`src/hw/rtl/mvs_pkg.sv`:
```
// ----------------------------------------------------------------------------
// mvs_pkg
// Shared types and constants for the multiversion timestamp-ordering store.
// ----------------------------------------------------------------------------
package mvs_pkg;

	localparam int KEY_COUNT    = 1024;
	localparam int MAX_VERSIONS = 8;
	localparam int KEY_W        = 10;
	localparam int KIDX_W       = (KEY_COUNT > 1) ? $clog2(KEY_COUNT) : 1;
	localparam int STAMP_W      = 31;
	localparam int VALUE_W      = 32;
	localparam int CNT_W        = 4;
	localparam int SLOT_W       = $clog2(MAX_VERSIONS + 1);

	localparam logic [1:0] KIND_READ  = 2'd0;
	localparam logic [1:0] KIND_CHECK = 2'd1;
	localparam logic [1:0] KIND_WRITE = 2'd2;

	localparam logic [1:0] ST_OK       = 2'd0;
	localparam logic [1:0] ST_NONE     = 2'd1;
	localparam logic [1:0] ST_CONFLICT = 2'd2;
	localparam logic [1:0] ST_FULL     = 2'd3;

	typedef struct packed {
		logic [STAMP_W-1:0] wstamp;
		logic [STAMP_W-1:0] rstamp;
		logic [VALUE_W-1:0] value;
	} version_t;

	typedef version_t [MAX_VERSIONS-1:0] row_t;

	// Row write request from the update logic to the memory.
	typedef struct packed {
		logic              en;
		logic [KIDX_W-1:0] idx;
		row_t              row;
		logic [CNT_W-1:0]  cnt;
	} row_wr_t;

endpackage

```
`src/hw/rtl/mvs_update.sv`:
```
// ----------------------------------------------------------------------------
// mvs_update
// Selects the version for a request from a full row and builds the result
// and the modified row.
// ----------------------------------------------------------------------------
module mvs_update (
	input  logic [1:0]                  kind,
	input  logic                        key_ok,
	input  logic [mvs_pkg::STAMP_W-1:0] ts,
	input  logic [mvs_pkg::VALUE_W-1:0] wval,
	input  mvs_pkg::row_t               row_in,
	input  logic [mvs_pkg::CNT_W-1:0]   cnt_in,
	output logic                        wr_en,
	output mvs_pkg::row_t               row_out,
	output logic [mvs_pkg::CNT_W-1:0]   cnt_out,
	output logic [1:0]                  status,
	output logic [mvs_pkg::VALUE_W-1:0] rval
);

	logic [mvs_pkg::SLOT_W-1:0] cnt, s;
	logic [mvs_pkg::MAX_VERSIONS-1:0] hit;
	mvs_pkg::row_t row_eff;
	mvs_pkg::version_t sel;
	logic found;

	always_comb begin
		cnt = (cnt_in > mvs_pkg::CNT_W'(mvs_pkg::MAX_VERSIONS)) ?
			mvs_pkg::SLOT_W'(mvs_pkg::MAX_VERSIONS) : mvs_pkg::SLOT_W'(cnt_in);
		// Every row holds valid versions below its count after the clearing pass.
		row_eff = row_in;
		for (int i = 0; i < mvs_pkg::MAX_VERSIONS; i++)
			hit[i] = (mvs_pkg::SLOT_W'(i) < cnt) && (row_eff[i].wstamp <= ts);
		s = cnt;
		for (int i = mvs_pkg::MAX_VERSIONS - 1; i >= 0; i--)
			if (hit[i])
				s = mvs_pkg::SLOT_W'(i);
		found = |hit;
		sel = '0;
		for (int i = 0; i < mvs_pkg::MAX_VERSIONS; i++)
			if (s == mvs_pkg::SLOT_W'(i))
				sel = row_eff[i];
	end

	always_comb begin
		wr_en   = 1'b0;
		row_out = row_eff;
		cnt_out = cnt_in;
		status  = mvs_pkg::ST_OK;
		rval    = '0;
		if (!key_ok) begin
			if (kind == mvs_pkg::KIND_READ)
				status = mvs_pkg::ST_NONE;
			else if (kind == mvs_pkg::KIND_WRITE)
				status = mvs_pkg::ST_FULL;
		end else if (kind == mvs_pkg::KIND_READ) begin
			if (found) begin
				rval = sel.value;
				if (ts > sel.rstamp) begin
					wr_en = 1'b1;
					for (int i = 0; i < mvs_pkg::MAX_VERSIONS; i++)
						if (s == mvs_pkg::SLOT_W'(i))
							row_out[i].rstamp = ts;
				end
			end else begin
				status = mvs_pkg::ST_NONE;
			end
		end else if (kind == mvs_pkg::KIND_CHECK) begin
			if (found && sel.rstamp > ts)
				status = mvs_pkg::ST_CONFLICT;
		end else if (kind == mvs_pkg::KIND_WRITE) begin
			if (found && sel.wstamp == ts) begin
				wr_en = 1'b1;
				for (int i = 0; i < mvs_pkg::MAX_VERSIONS; i++)
					if (s == mvs_pkg::SLOT_W'(i))
						row_out[i].value = wval;
			end else if (cnt >= mvs_pkg::SLOT_W'(mvs_pkg::MAX_VERSIONS)) begin
				status = mvs_pkg::ST_FULL;
			end else begin
				// Shift older versions down one slot and insert at the hit.
				wr_en   = 1'b1;
				cnt_out = mvs_pkg::CNT_W'(cnt + 1'b1);
				for (int i = 0; i < mvs_pkg::MAX_VERSIONS; i++) begin
					if (mvs_pkg::SLOT_W'(i) == s) begin
						row_out[i].wstamp = ts;
						row_out[i].rstamp = ts;
						row_out[i].value  = wval;
					end else if (i > 0 && mvs_pkg::SLOT_W'(i) > s &&
							mvs_pkg::SLOT_W'(i) <= cnt) begin
						row_out[i] = row_eff[(i > 0) ? i - 1 : 0];
					end
				end
			end
		end
	end

endmodule

```
`config.mk`:
```
export PLATFORM = sky130hd
export DESIGN_NAME = mvs_update
export DESIGN_NICKNAME = d
export VERILOG_FILES = /design/src/hw/rtl/mvs_pkg.sv /design/src/hw/rtl/mvs_update.sv
export SDC_FILE = /design/constraint.sdc
export NUM_CORES = 2
export LEC_CHECK = 0
export ABC_AREA = 1
export BUFFER_PORTS_ARGS = -buffer_cell sky130_fd_sc_hd__buf_2
export CELL_PAD_IN_SITES_DETAIL_PLACEMENT = 2
export CELL_PAD_IN_SITES_GLOBAL_PLACEMENT = 2
export CORE_AREA = 2 2 628 630
export DETAILED_ROUTE_END_ITERATION = 16
export DIE_AREA = 0 0 630 632
export MAX_ROUTING_LAYER = met4
export PLACE_DENSITY_LB_ADDON = 0.1
export RECOVER_POWER = 100
export SLEW_MARGIN = 10
export SYNTH_ARGS = -nofsm -noshare
export SYNTH_HDL_FRONTEND = slang
export SYNTH_SLANG_ARGS = --single-unit
export TNS_END_PERCENT = 30
```
`constraint.sdc`:
```
create_clock -name vclk -period 8.5
set_input_delay 0 -clock vclk [all_inputs]
set_output_delay 0 -clock vclk [all_outputs]
set_load 0.03 [all_outputs]
```
==> impl_results.md <==
- RD Place Congestion: around 1
- Warnings, synthesis: 0
- GRT Util Overall: 37.5%
- Worst-path maximum fanout: 14
- Total Wirelength: 760,000 µm
- DR vias: between 80,000 and 90,000
- Final Hold Fails: 0
- Dpl cells: 16,500
- Layout Nets: 12,400
- Max Fclk: between 0.1 and 0.15 GHz
- Slowest cell on crit path: a21oi_1
- Post-Synthesis Cell Area: about 0.048 mm²
- Post-synth top area cell: o21ai_0
- Syn Nets: ~11,000
- FF+latch count: 0
- Relative slew slack: -94.8%
- CP required: 8.50 ns
- Final instance area: a little under 0.07 mm²
- Hold Crit Start: row_in[418]
- Vias/cell: around 5.2
- IO Pins: around 1,600
- Global-route wire length before repair: 961,000 µm
- Register Area: 0 µm²
- Post-route setup TNS: 0 ns
- Vias in the first global route: ~89,000
- Filler cells: just under 50,000
- CP peak stage delay: between 0.6 and 0.7 ns
- Setup crit start kind: input port
- Status: finished with violations
- Layout area overhead: 41.0%
- Setup Crit Path Kind: input port to primary output
- Synth top area share: 16.6%
- Starting Density: 12.3%
- Unique masters post-synth: 52
- Post-route DRC: 0
- Synth Area per Inst: 4.98 µm²
- Fin crit period: between 8 and 9 ns
- ANT nets after route: 0
- Synth area leaders: o21ai_0, nand2_1, inv_1
- Count of final max-slew check failures: 38
- DP Area: 0.0679 mm²
- Initial antenna violation count: 218
- Die area: 0.398 mm²
- Multi-input gate area: about 0.040 mm²
- CP Data Arrival Time: 8.48 ns
- WL/cell: around 46 µm
- Die H: ~630 µm
- Failing checks: max-capacitance violations, max-slew violations
- Post-DP HPWL: around 630,000 µm
- Initial DRT Pass Iterations: 5
- Clock Buffer Count: 0
- First DRT Iteration DRCs: ~7,400
- Part of the Yosys area used for sequential elements: 0%
- Largest net degree at the start of global routing: about 180
- Max_cap viols: 1
- Remaining global-route overflow: 0
- CORE AREA: around 0.39 mm²
- Chip width: 630 µm
- Endpoints failing setup: 0
- Period utilisation layout: between 90 and 100%
- Worst Hold Class: input port to primary output
- Non-Filler Instances: ~17,000
- Endpoint class of the critical path: primary output
- Worst Max-Slew Pin Slew: 2.92 ns
- Cells after Synth: between 9,000 and 10,000
- Ratio of cells with drive above 1 in the final layout: between 10% and 20%
- Cell row count: 230
- I/O Buffers: around 1,600
- CP startpoint: ts[27]
## critical path, delay by kind of cell
kind	cells	cell delay, ns
buffers and inverters	13	2.39
AO/OA/AOI/OAI	8	2.47
adder cells (fa/ha/maj)	2	0.77
AND/OR/NAND/NOR	20	2.67
## cells by family after synthesis
logic type,Yosys count,synth area share (%)
adder cells (fa/ha/maj),284,7.41
AND/OR/NAND/NOR,3528,31.2
AO/OA/AOI/OAI,3558,42.9
buffers and inverters,2264,18.4
multiplexers,2,0.0417
## cell usage in the layout (no fill, tap or decap), types with 82 or more instances in the layout
| cell | netlist | routed |
|---|---|---|
| clkbuf_2 | 0 | 143 |
| o2111ai_1 | 139 | 139 |
| buf_4 | 8 | 621 |
| a22oi_1 | 144 | 143 |
| a21oi_1 | 622 | 610 |
| o211ai_1 | 265 | 265 |
| ha_1 | 284 | 284 |
| nand4_1 | 298 | 298 |
| diode_2 | 0 | 166 |
| a31oi_1 | 82 | 82 |
| o21ai_1 | 185 | 149 |
| buf_12 | 0 | 149 |
| buf_2 | 119 | 1032 |
| nand2_1 | 2034 | 2028 |
| nor2_1 | 561 | 542 |
| clkbuf_1 | 618 | 505 |
| o22ai_1 | 291 | 290 |
| o21ai_0 | 1595 | 1624 |
| inv_1 | 1376 | 1354 |
| nand3_1 | 528 | 523 |
## synthesized netlist by cell type (all sizes together)
master and count:
a31oi 82, a311oi 14, a211oi 40, clkinv 15
nand2 2045, a32o 22, a22oi 144, and3 1
nor4b 2, a2111oi 2, inv 1393, ha 284
a21o 4, nor4 8, o21ai 1780, o22ai 291
o21bai 44, mux2i 2, a21boi 1, nand3 530
a221oi 21, nor3 43, buf 238, and2 2
or2 12, o21a 6, o2111ai 139, nand4 298
nor2 569, o31ai 24, clkbuf 618, o32ai 13
nor3b 1, a21oi 623, o211ai 265, o221ai 43
nand3b 17
## worst paths after layout
| check | end | slack [ns] | cells after the start |
|---|---|---|---|
| max | row_out[343] | 0.02 | 43 |
| min | row_out[418] | 0.37 | 4 |
## final cells by class
class | count | area share, %
diodes | 166 | 0.614
inverters | 1408 | 7.99
multi-input cells | 7372 | 58.7
well taps | 5220 | 9.66
repair buffers | 2470 | 23.1
## metrics by stage
stage / setup WS (ns) / utilization [%] / hold WS, ns
after floorplan: 1.54 / - / 0.202
after global placement: -1.04 / 17.3 / 0.377
after detailed placement: -1.08 / 17.3 / 0.382
after CTS: 0.000622 / 17.4 / 0.381
after global routing: -0.0140 / 17.2 / 0.408
final: 0.0202 / 17.3 / 0.372
## per-layer routing
| metal | track usage, % | vias up | part of all wire (%) |
|---|---|---|---|
| li1 | - | 36700 | - |
| met1 | 39.4 | 45000 | 37 |
| met2 | 61.9 | 3873 | 47 |
| met3 | 4.65 | 1188 | 4.9 |
| met4 | 34.1 | 0 | 11 |
| met5 | - | - | 0 |
## what timing repair did
action                     in CTS  in global routing
hold buffers                    0                  0
resized for setup              45                 50
pin swaps                       0                  4
setup endpoints to repair     275                253
cloned                          0                  0
setup buffers                  14                  5
